[src/rtl/btp_pkg.sv]
// ----------------------------------------------------------------------------
// btp_pkg
// Shared types and codes of the BER TLV stream parser.
// ----------------------------------------------------------------------------
package btp_pkg;

  localparam int unsigned DEF_MAX_DEPTH        = 16;
  localparam int unsigned DEF_MAX_LENGTH_BYTES = 4;

  localparam logic [1:0] ROLE_TAG    = 2'd0;
  localparam logic [1:0] ROLE_LENGTH = 2'd1;
  localparam logic [1:0] ROLE_VALUE  = 2'd2;
  localparam logic [1:0] ROLE_IGNORE = 2'd3;

  localparam logic [2:0] ST_OK       = 3'd0;
  localparam logic [2:0] ST_TAG_LONG = 3'd1;
  localparam logic [2:0] ST_LEN_LONG = 3'd2;
  localparam logic [2:0] ST_OVERRUN  = 3'd3;
  localparam logic [2:0] ST_TOO_DEEP = 3'd4;
  localparam logic [2:0] ST_PAST_END = 3'd5;

  localparam logic [4:0] TAG_ESCAPE = 5'h1F;

  typedef struct packed {
    logic [1:0]  byte_role;
    logic        header_done;
    logic [1:0]  tag_class;
    logic        constructed;
    logic [20:0] tag_number;
    logic [31:0] value_length;
    logic        indefinite;
    logic [4:0]  nest_depth;
    logic [63:0] value_word;
    logic        value_done;
    logic [4:0]  levels_closed;
    logic [2:0]  status;
  } result_t;

endpackage

[src/rtl/btp_if.sv]
// ----------------------------------------------------------------------------
// btp_byte_if / btp_result_if
// Valid/ready channels for stream bytes and per-byte results.
// ----------------------------------------------------------------------------
interface btp_byte_if;
  logic       valid;
  logic       ready;
  logic [7:0] data_byte;
  modport source (output valid, output data_byte, input ready);
  modport sink   (input valid, input data_byte, output ready);
endinterface

interface btp_result_if;
  logic        valid;
  logic        ready;
  logic [1:0]  byte_role;
  logic        header_done;
  logic [1:0]  tag_class;
  logic        constructed;
  logic [20:0] tag_number;
  logic [31:0] value_length;
  logic        indefinite;
  logic [4:0]  nest_depth;
  logic [63:0] value_word;
  logic        value_done;
  logic [4:0]  levels_closed;
  logic [2:0]  status;
  modport source (output valid, output byte_role, output header_done, output tag_class,
                  output constructed, output tag_number, output value_length,
                  output indefinite, output nest_depth, output value_word,
                  output value_done, output levels_closed, output status, input ready);
  modport sink   (input valid, input byte_role, input header_done, input tag_class,
                  input constructed, input tag_number, input value_length,
                  input indefinite, input nest_depth, input value_word,
                  input value_done, input levels_closed, input status, output ready);
endinterface

[src/rtl/ber_tlv_stream_parser.sv]
// ----------------------------------------------------------------------------
// ber_tlv_stream_parser
// Streaming ASN.1 BER tag/length/value parser, one result per byte.
// ----------------------------------------------------------------------------
// A byte that does not end an item has its result registered in S_IN. A byte that
// ends an item (value end, empty item) goes on through S_CHK and S_OUT, with an
// S_RD and S_CHK pass for every definite level popped off the stack and an S_RD
// first for an end-of-contents item, since the stack sits in a one-port synchronous
// memory. The top entry is held in registers; total_length is read live.
module ber_tlv_stream_parser
  import btp_pkg::*;
#(
  parameter int unsigned MAX_DEPTH        = DEF_MAX_DEPTH,
  parameter int unsigned MAX_LENGTH_BYTES = DEF_MAX_LENGTH_BYTES
) (
  input  logic         clk,
  input  logic         rst,
  input  logic         cfg_wr_en,
  input  logic [31:0]  cfg_wr_data,
  btp_byte_if.sink     byte_in,
  btp_result_if.source result
);

  localparam int unsigned SP_W  = $clog2(MAX_DEPTH + 1);
  localparam int unsigned CNT_W = SP_W + 1;

  typedef enum logic [4:0] {
    PH_TAG_FIRST = 5'b00001,
    PH_TAG_EXT   = 5'b00010,
    PH_LEN_FIRST = 5'b00100,
    PH_LEN_MORE  = 5'b01000,
    PH_VALUE     = 5'b10000
  } phase_t;

  typedef enum logic [3:0] {
    S_IN  = 4'b0001,
    S_RD  = 4'b0010,
    S_CHK = 4'b0100,
    S_OUT = 4'b1000
  } seq_t;

  logic [31:0] total_length;
  seq_t        seq;
  phase_t      phase, phase_next;
  logic [20:0] tag_acc, tag_acc_next;
  logic [1:0]  ext_cnt, ext_cnt_next;
  logic [2:0]  cls_form, cls_form_next;
  logic [31:0] len_acc, len_acc_next;
  logic [2:0]  len_left, len_left_next;
  logic [31:0] val_left, val_left_next;
  logic [63:0] val_acc, val_acc_next;
  logic [31:0] pos, pos_next;
  logic [SP_W-1:0] sp, sp_next;
  logic [2:0]  err, err_next;
  logic [31:0] top_end;
  logic        top_indef;
  logic [CNT_W-1:0] cnt;
  result_t     res, res_c, out_res;
  logic        out_valid;
  logic        out_load;

  logic [32:0] stack_mem [MAX_DEPTH+1];
  logic [32:0] rd_data;
  logic [SP_W-1:0] rd_addr;
  logic        push;
  logic [32:0] push_data;

  logic        accept, out_free, close, eoc;
  logic [2:0]  status;
  logic [31:0] bound;
  logic        fh_go, fh_indef;
  logic [31:0] fh_len;
  logic [32:0] fh_end;
  logic [7:0]  b;
  logic [6:0]  nlen;
  logic [31:0] la;
  logic [2:0]  ll;
  logic [31:0] vl;
  logic [63:0] va;
  logic        chk_pop;

  assign out_free     = !out_valid || result.ready;
  assign byte_in.ready = (seq == S_IN) && out_free;
  assign accept       = byte_in.valid && byte_in.ready;
  assign b            = byte_in.data_byte;
  assign bound        = (sp == '0) ? total_length : top_end;
  assign chk_pop      = (sp != '0) && !top_indef && (pos >= top_end);
  assign out_load     = (accept && !eoc && !close) || (seq == S_OUT && out_free);

  always_comb begin
    phase_next    = phase;
    tag_acc_next  = tag_acc;
    ext_cnt_next  = ext_cnt;
    cls_form_next = cls_form;
    len_acc_next  = len_acc;
    len_left_next = len_left;
    val_left_next = val_left;
    val_acc_next  = val_acc;
    pos_next      = pos;
    sp_next       = sp;
    err_next      = err;
    res_c         = '0;
    status        = ST_OK;
    close         = 1'b0;
    eoc           = 1'b0;
    push          = 1'b0;
    push_data     = '0;
    fh_go         = 1'b0;
    fh_indef      = 1'b0;
    fh_len        = '0;
    fh_end        = '0;
    nlen          = b[6:0];
    la            = {len_acc[23:0], b};
    ll            = (len_left != 3'd0) ? len_left - 3'd1 : 3'd0;
    vl            = (val_left != 32'd0) ? val_left - 32'd1 : 32'd0;
    va            = {val_acc[55:0], b};
    rd_addr       = sp - SP_W'(1);
    if (err != ST_OK) begin
      res_c.byte_role = ROLE_IGNORE;
      res_c.status    = err;
    end else if (phase == PH_TAG_FIRST && sp == '0 && pos >= total_length) begin
      res_c.byte_role = ROLE_IGNORE;
      res_c.status    = ST_PAST_END;
    end else begin
      res_c.byte_role = (phase == PH_VALUE) ? ROLE_VALUE :
                        ((phase == PH_TAG_FIRST || phase == PH_TAG_EXT) ? ROLE_TAG
                                                                        : ROLE_LENGTH);
      if (phase != PH_VALUE && pos >= bound) begin
        status = ST_OVERRUN;
      end else begin
        pos_next = pos + 32'd1;
        unique case (phase)
          PH_VALUE: begin
            val_acc_next  = va;
            val_left_next = vl;
            if (vl == 32'd0) begin
              res_c.value_done = 1'b1;
              res_c.value_word = (len_acc <= 32'd8) ? va : 64'd0;
              phase_next = PH_TAG_FIRST;
              close = 1'b1;
            end
          end
          PH_TAG_FIRST: begin
            cls_form_next = {b[7:6], b[5]};
            len_acc_next  = '0;
            ext_cnt_next  = '0;
            if (b[4:0] == TAG_ESCAPE) begin
              tag_acc_next = '0;
              phase_next   = PH_TAG_EXT;
            end else begin
              tag_acc_next = {16'd0, b[4:0]};
              phase_next   = PH_LEN_FIRST;
            end
          end
          PH_TAG_EXT: begin
            tag_acc_next = {tag_acc[13:0], b[6:0]};
            ext_cnt_next = ext_cnt + 2'd1;
            if (!b[7]) begin
              phase_next = PH_LEN_FIRST;
            end else if (ext_cnt_next == 2'd3) begin
              status = ST_TAG_LONG;
            end
          end
          PH_LEN_FIRST: begin
            if (!b[7]) begin
              fh_go  = 1'b1;
              fh_len = {24'd0, b};
            end else if (nlen == 7'd0) begin
              fh_go    = 1'b1;
              fh_indef = cls_form[0];
            end else if (32'(nlen) > MAX_LENGTH_BYTES) begin
              status = ST_LEN_LONG;
            end else begin
              len_acc_next  = '0;
              len_left_next = nlen[2:0];
              phase_next    = PH_LEN_MORE;
            end
          end
          PH_LEN_MORE: begin
            len_acc_next  = la;
            len_left_next = ll;
            if (ll == 3'd0) begin
              fh_go  = 1'b1;
              fh_len = la;
            end
          end
          default: ;
        endcase
        if (fh_go) begin
          len_acc_next      = fh_len;
          res_c.header_done = 1'b1;
          res_c.indefinite  = fh_indef;
          fh_end            = {1'b0, pos_next} + {1'b0, fh_len};
          if (!fh_indef && fh_end > {1'b0, bound}) begin
            status = ST_OVERRUN;
          end else begin
            phase_next = PH_TAG_FIRST;
            if (!cls_form[0]) begin
              if (fh_len == 32'd0) begin
                res_c.value_done = 1'b1;
                close = 1'b1;
                eoc = (cls_form[2:1] == 2'd0) && (tag_acc == '0) && (sp != '0) &&
                      top_indef;
              end else begin
                val_left_next = fh_len;
                val_acc_next  = '0;
                phase_next    = PH_VALUE;
              end
            end else if (fh_indef || fh_len != 32'd0) begin
              if (32'(sp) >= MAX_DEPTH) begin
                status = ST_TOO_DEEP;
              end else begin
                push      = 1'b1;
                push_data = fh_indef ? {bound, 1'b1} : {fh_end[31:0], 1'b0};
                sp_next   = sp + SP_W'(1);
              end
            end else begin
              close = 1'b1;
            end
          end
        end
      end
      res_c.tag_class    = cls_form_next[2:1];
      res_c.constructed  = cls_form_next[0];
      res_c.tag_number   = tag_acc_next;
      res_c.value_length = len_acc_next;
      res_c.nest_depth   = 5'(sp);
      if (status != ST_OK) begin
        err_next          = status;
        res_c.header_done = 1'b0;
        res_c.indefinite  = 1'b0;
        res_c.value_word  = '0;
        res_c.value_done  = 1'b0;
        close             = 1'b0;
        eoc               = 1'b0;
      end
      res_c.status = status;
      if (eoc) begin
        sp_next = sp - SP_W'(1);
        res_c.levels_closed = 5'd1;
      end
    end
    if (seq == S_CHK) begin
      rd_addr = sp - SP_W'(1);
    end
  end

  always_ff @(posedge clk) begin
    if (accept && push) begin
      stack_mem[sp_next] <= push_data;
    end else begin
      rd_data <= stack_mem[rd_addr];
    end
  end

  always_ff @(posedge clk) begin
    if (rst) begin
      total_length <= '0;
    end else if (cfg_wr_en) begin
      total_length <= cfg_wr_data;
    end
  end

  always_ff @(posedge clk) begin
    if (rst) begin
      seq       <= S_IN;
      phase     <= PH_TAG_FIRST;
      tag_acc   <= '0;
      ext_cnt   <= '0;
      cls_form  <= '0;
      len_acc   <= '0;
      len_left  <= '0;
      val_left  <= '0;
      val_acc   <= '0;
      pos       <= '0;
      sp        <= '0;
      err       <= ST_OK;
      out_valid <= 1'b0;
      cnt       <= '0;
    end else begin
      if (out_load) begin
        out_valid <= 1'b1;
      end else if (result.ready) begin
        out_valid <= 1'b0;
      end
      unique case (seq)
        S_IN: begin
          if (accept) begin
            phase    <= phase_next;
            tag_acc  <= tag_acc_next;
            ext_cnt  <= ext_cnt_next;
            cls_form <= cls_form_next;
            len_acc  <= len_acc_next;
            len_left <= len_left_next;
            val_left <= val_left_next;
            val_acc  <= val_acc_next;
            pos      <= pos_next;
            sp       <= sp_next;
            err      <= err_next;
            if (push) begin
              top_end   <= push_data[32:1];
              top_indef <= push_data[0];
            end
            if (eoc) begin
              res <= res_c;
              cnt <= CNT_W'(1);
              seq <= S_RD;
            end else if (close) begin
              res <= res_c;
              cnt <= '0;
              seq <= S_CHK;
            end else begin
              out_res <= res_c;
            end
          end
        end
        S_RD: begin
          top_end   <= rd_data[32:1];
          top_indef <= rd_data[0];
          seq       <= S_CHK;
        end
        S_CHK: begin
          if (chk_pop) begin
            sp  <= sp - SP_W'(1);
            cnt <= cnt + CNT_W'(1);
            seq <= S_RD;
          end else begin
            res.levels_closed <= 5'(cnt + CNT_W'((sp == '0) && (pos >= total_length)));
            seq <= S_OUT;
          end
        end
        S_OUT: begin
          if (out_free) begin
            out_res <= res;
            seq     <= S_IN;
          end
        end
        default: seq <= S_IN;
      endcase
    end
  end

  assign result.valid         = out_valid;
  assign result.byte_role     = out_res.byte_role;
  assign result.header_done   = out_res.header_done;
  assign result.tag_class     = out_res.tag_class;
  assign result.constructed   = out_res.constructed;
  assign result.tag_number    = out_res.tag_number;
  assign result.value_length  = out_res.value_length;
  assign result.indefinite    = out_res.indefinite;
  assign result.nest_depth    = out_res.nest_depth;
  assign result.value_word    = out_res.value_word;
  assign result.value_done    = out_res.value_done;
  assign result.levels_closed = out_res.levels_closed;
  assign result.status        = out_res.status;

endmodule

[src/flat_wrapper.sv]
// flat-port wrapper written by rule: the top's interface ports become plain ports
module ber_tlv_stream_parser_flat import btp_pkg::*;
#(
  parameter int unsigned MAX_DEPTH        = DEF_MAX_DEPTH,
  parameter int unsigned MAX_LENGTH_BYTES = DEF_MAX_LENGTH_BYTES
)
  (clk, rst, cfg_wr_en, cfg_wr_data, byte_in_valid, byte_in_data_byte, byte_in_ready, result_valid, result_byte_role, result_header_done, result_tag_class, result_constructed, result_tag_number, result_value_length, result_indefinite, result_nest_depth, result_value_word, result_value_done, result_levels_closed, result_status, result_ready);
  btp_byte_if byte_in_i ();
  btp_result_if result_i ();
  input  logic clk;
  input  logic rst;
  input  logic cfg_wr_en;
  input  logic [31:0] cfg_wr_data;
  input wire logic [$bits(byte_in_i.valid)-1:0] byte_in_valid;
  input wire logic [$bits(byte_in_i.data_byte)-1:0] byte_in_data_byte;
  output wire logic [$bits(byte_in_i.ready)-1:0] byte_in_ready;
  output wire logic [$bits(result_i.valid)-1:0] result_valid;
  output wire logic [$bits(result_i.byte_role)-1:0] result_byte_role;
  output wire logic [$bits(result_i.header_done)-1:0] result_header_done;
  output wire logic [$bits(result_i.tag_class)-1:0] result_tag_class;
  output wire logic [$bits(result_i.constructed)-1:0] result_constructed;
  output wire logic [$bits(result_i.tag_number)-1:0] result_tag_number;
  output wire logic [$bits(result_i.value_length)-1:0] result_value_length;
  output wire logic [$bits(result_i.indefinite)-1:0] result_indefinite;
  output wire logic [$bits(result_i.nest_depth)-1:0] result_nest_depth;
  output wire logic [$bits(result_i.value_word)-1:0] result_value_word;
  output wire logic [$bits(result_i.value_done)-1:0] result_value_done;
  output wire logic [$bits(result_i.levels_closed)-1:0] result_levels_closed;
  output wire logic [$bits(result_i.status)-1:0] result_status;
  input wire logic [$bits(result_i.ready)-1:0] result_ready;
  assign byte_in_i.valid = byte_in_valid;
  assign byte_in_i.data_byte = byte_in_data_byte;
  assign byte_in_ready = byte_in_i.ready;
  assign result_valid = result_i.valid;
  assign result_byte_role = result_i.byte_role;
  assign result_header_done = result_i.header_done;
  assign result_tag_class = result_i.tag_class;
  assign result_constructed = result_i.constructed;
  assign result_tag_number = result_i.tag_number;
  assign result_value_length = result_i.value_length;
  assign result_indefinite = result_i.indefinite;
  assign result_nest_depth = result_i.nest_depth;
  assign result_value_word = result_i.value_word;
  assign result_value_done = result_i.value_done;
  assign result_levels_closed = result_i.levels_closed;
  assign result_status = result_i.status;
  assign result_i.ready = result_ready;
  ber_tlv_stream_parser #(.MAX_DEPTH(MAX_DEPTH), .MAX_LENGTH_BYTES(MAX_LENGTH_BYTES)) u_core (.clk(clk), .rst(rst), .cfg_wr_en(cfg_wr_en), .cfg_wr_data(cfg_wr_data), .byte_in(byte_in_i), .result(result_i));
endmodule
[config.mk]
export PLATFORM = sky130hd
export DESIGN_NAME = ber_tlv_stream_parser_flat
export DESIGN_NICKNAME = d
export VERILOG_FILES = /design/src/rtl/btp_pkg.sv /design/src/rtl/btp_if.sv /design/src/rtl/ber_tlv_stream_parser.sv /design/src/flat_wrapper.sv
export SDC_FILE = /design/constraint.sdc
export NUM_CORES = 2
export LEC_CHECK = 0
export BUFFER_PORTS_ARGS = -buffer_cell sky130_fd_sc_hd__buf_2
export CORE_MARGIN = 1
export CORE_UTILIZATION = 56
export DETAILED_ROUTE_END_ITERATION = 16
export HOLD_SLACK_MARGIN = 0.12
export PLACE_DENSITY = 0.76
export SLEW_MARGIN = 20
export SYNTH_ARGS = -nofsm -noshare
export SYNTH_HDL_FRONTEND = slang
export SYNTH_SLANG_ARGS = --single-unit
[constraint.sdc]
create_clock -name clk -period 14.1 [get_ports clk]
set_input_delay 1.41 -clock clk [delete_from_list [all_inputs] [get_ports clk]]
set_output_delay 1.41 -clock clk [all_outputs]
set_load 0.05 [all_outputs]
==> impl_metrics.yaml <==
sta:
  period_needed_ns: 10.13
  finClkSkew_ns: 0.0515
  fin_crit_sh: 0.718
  tns_ns: 0
  fmax_mhz: 98.8
  relSlewSlack: 0.248
  hold_viol_final: 0
  rsz0062_at_grt: "no"
  setup_viol: 0
  drv_slew: 0
  worst_pin_slew_ns: 1.13
  hold_ws_ns: 0.489
flow_run:
  maxCapViolations: 0
pwr:
  irDropWorstVdd_uv: 124
  power_density_nw_per_um2: 118
  power_uw: 6870
  leakage_uw: 0.0198
outcome:
  status: "complete, no violations"
routing:
  vias: 34100
  drcViolationCount: 0
  dr.pass1.iters: 7
  drt_first_iter_violations: 3576
  ant_nets: 0
  drt-wirelength-per-cell_um: 25.2
  viasPerCell: 6.35
  routed_wl_um: 135000
grt:
  grt_pass1_vias: 32800
  grt_pass1_wl_um: 203000
  antenna_found_initial: 3
  overflow: 0
  grt_max_degree: 113
  track_usage: 0.284
yosys:
  synth_compound_area_frac: 0.0926
  syn-num-nets: 4109
  synthAdderAreaFrac: 0.0411
  avgSynthCellArea_um2: 13.4
  ys_warn_count: 0
  synthArstFlopShare: 0
  synth-xor-area-share: 0.0171
  yosysTopAreaCellShare: 0.519
  syn-instance-count: 3893
  synth_top_area_cell: "edfxtp_1"
  synth-seq-area-share: 0.609
  ys_types: 85
  yosys.area_share.simple: 0.105
  synthMuxAreaShare: 0.110
  synth-seq-cells: 1139
  synth-main-ff-cell: "edfxtp_1"
  synth_area_um2: 52300
  yosys-top-cells-area: "edfxtp_1 52%, dfxtp_1 9.0%, mux4_2 7.1%, ha_1 4.1%, nor2_1 2.5%"
  synth_top_family_by_area: "multiplexers"
  synth-edff-count: 903
critical_path:
  cp-start-kind: "input pin"
  cp-end-kind: "flip-flop"
  critical_path_peak_fanout: 35
  cp.arrival_ns: 10.47
  ff2ff_setup_slack_ns: 3.99
  crit_required_ns: 14.44
  path_class: "input pin to flip-flop"
  cp_slowest_cell: "a2111oi_0"
  slowest_delay_ns: 0.84
clock_tree:
  numCtsBuffers: 108
  clock_latency_ns: 0.72
  cts.clk_slew.worst_paths_ns: 0.06
  post_cts_resized: 0
  htreeDepth: 3
  cts.sinks: 1139
  clk_path_buf_depth: 3
  root_buffer: "clkbuf_16"
  ctsHoldBuffers: 0
  cts_tree: "yes"
  post-cts-setup-buffers: 0
floorplan:
  initial_utilization: 0.568
  die_x_um: 308
  dieArea_um2: 94600
  dieHeight_um: 308
  row_count: 111
  core_area_um2: 92100
  io_pins: 185
hold_path:
  holdCritPathClass: "flip-flop to flip-flop"
layout:
  layout_common_cells: "903 x edfxtp_1, 332 x nor2_1, 306 x nand2_1, 235 x dfxtp_1, 185 x a21oi_1"
  final_common_cell: "edfxtp_1"
  postLayoutCellArea_um2: 58200
  nets: 4247
  num-fill-cells: 6681
  multi_input_area_um2: 19400
  drive_above_1_share: 0.206
  area_delta_synth_final_pct: 11.4
  ff_latch_area_um2: 31800
placed_design:
  finalWeightedCongestion: 0.950
  dpl-instance-area_um2: 54600
  port_buffers: 184
  hpwl_um: 82800
-- cell usage after synthesis, drive strengths merged, types with 16 or more instances --
cell    number
and3        28
mux4       165
o211ai      35
mux2       121
a21o        33
dfxtp      236
xor2        60
clkbuf     185
nand2b      16
nor4        40
inv         94
xnor2       42
buf         47
o21ai       79
or3         22
a21oi      187
and2       112
nand4       36
ha         170
nand2      306
nor2       343
o31ai       53
a211oi      46
a31oi       24
edfxtp     903
mux2i       45
nand3       55
a22oi      102
nor3        72
a22o        59
-- logic make-up (layout without fill, tap and decap cells) --
group | Yosys count | after routing
flip-flops | 1139 | 1139
AND/OR/NAND/NOR | 1113 | 1113
AO/OA/AOI/OAI | 710 | 710
multiplexers | 331 | 331
buffers and inverters | 327 | 556
adder cells (fa/ha/maj) | 171 | 171
XOR/XNOR | 102 | 102
other | 0 | 3
-- worst paths after layout --
kind | to | start | cells past startpoint
max | u_core.stack_mem[11][1] | byte_in_data_byte[7] | 27
min | u_core.val_acc[51] | u_core.val_acc[51] | 1
max reg2reg | u_core.stack_mem[11][1] | u_core.len_left[0] | 30
min reg2reg | u_core.val_acc[51] | u_core.val_acc[51] | 1
-- per-stage QoR --
step,utilization,instances,setup slack [ns]
2_1_floorplan,-,3893,0.0156
3_3_place_gp,0.594,5164,3.67
3_5_place_dp,0.594,5164,3.36
4_1_cts,0.632,5365,4.04
5_1_grt,0.632,5365,3.45
6_report,0.632,5368,3.97
-- sequential cells by signal (all words and copies together) (netlist names), 5 cells and up --
name and count:
u_core.val_left 32, u_core.phase 5, u_core.len_acc 32, u_core.result.tag_number 21, u_core.result.value_length 32, u_core.sp 5, u_core.val_acc 56, u_core.res 138
u_core.tag_acc 21, u_core.top_end 32, u_core.result.levels_closed 5, u_core.result.nest_depth 5, u_core.total_length 32, u_core.stack_mem 561, u_core.pos 32, u_core.cnt 5
u_core.result.value_word 64, u_core.rd_data 33
-- layout make-up --
type | count | share of cell area
antenna | 3 | 0.000129
multi-input combinational | 2427 | 0.334
timing repair buffer | 260 | 0.0259
sequential | 1139 | 0.547
clock inverter | 66 | 0.0107
inverter | 95 | 0.00612
clock buffer | 135 | 0.0498
tap | 1243 | 0.0267
-- critical path: cells and delay by family --
kind,cells,cell delay [ns]
AO/OA/AOI/OAI,8,2.97
adder cells (fa/ha/maj),3,1.02
AND/OR/NAND/NOR,11,3.59
buffers and inverters,4,1.30
XOR/XNOR,1,0.12
-- power by group --
part | switching [uW] | leakage, uW | internal, uW | total [uW]
clock network | 1290 | 0.00170 | 1610 | 2900
logic | 256 | 0.00893 | 90.6 | 347
registers | 16.1 | 0.00921 | 3610 | 3630
total | 1560 | 0.0198 | 5310 | 6870
-- metal layers --
metal | global-route usage | vias to the layer above | share of wire
li1 | - | 15200 | -
met1 | 0.379 | 16800 | 0.39
met2 | 0.473 | 1776 | 0.49
met3 | 0.0372 | 359 | 0.078
met4 | 0.114 | 2 | 0.041
met5 | 0 | - | 0.000096
No activity file was read; power rests on OpenSTA's default activity.
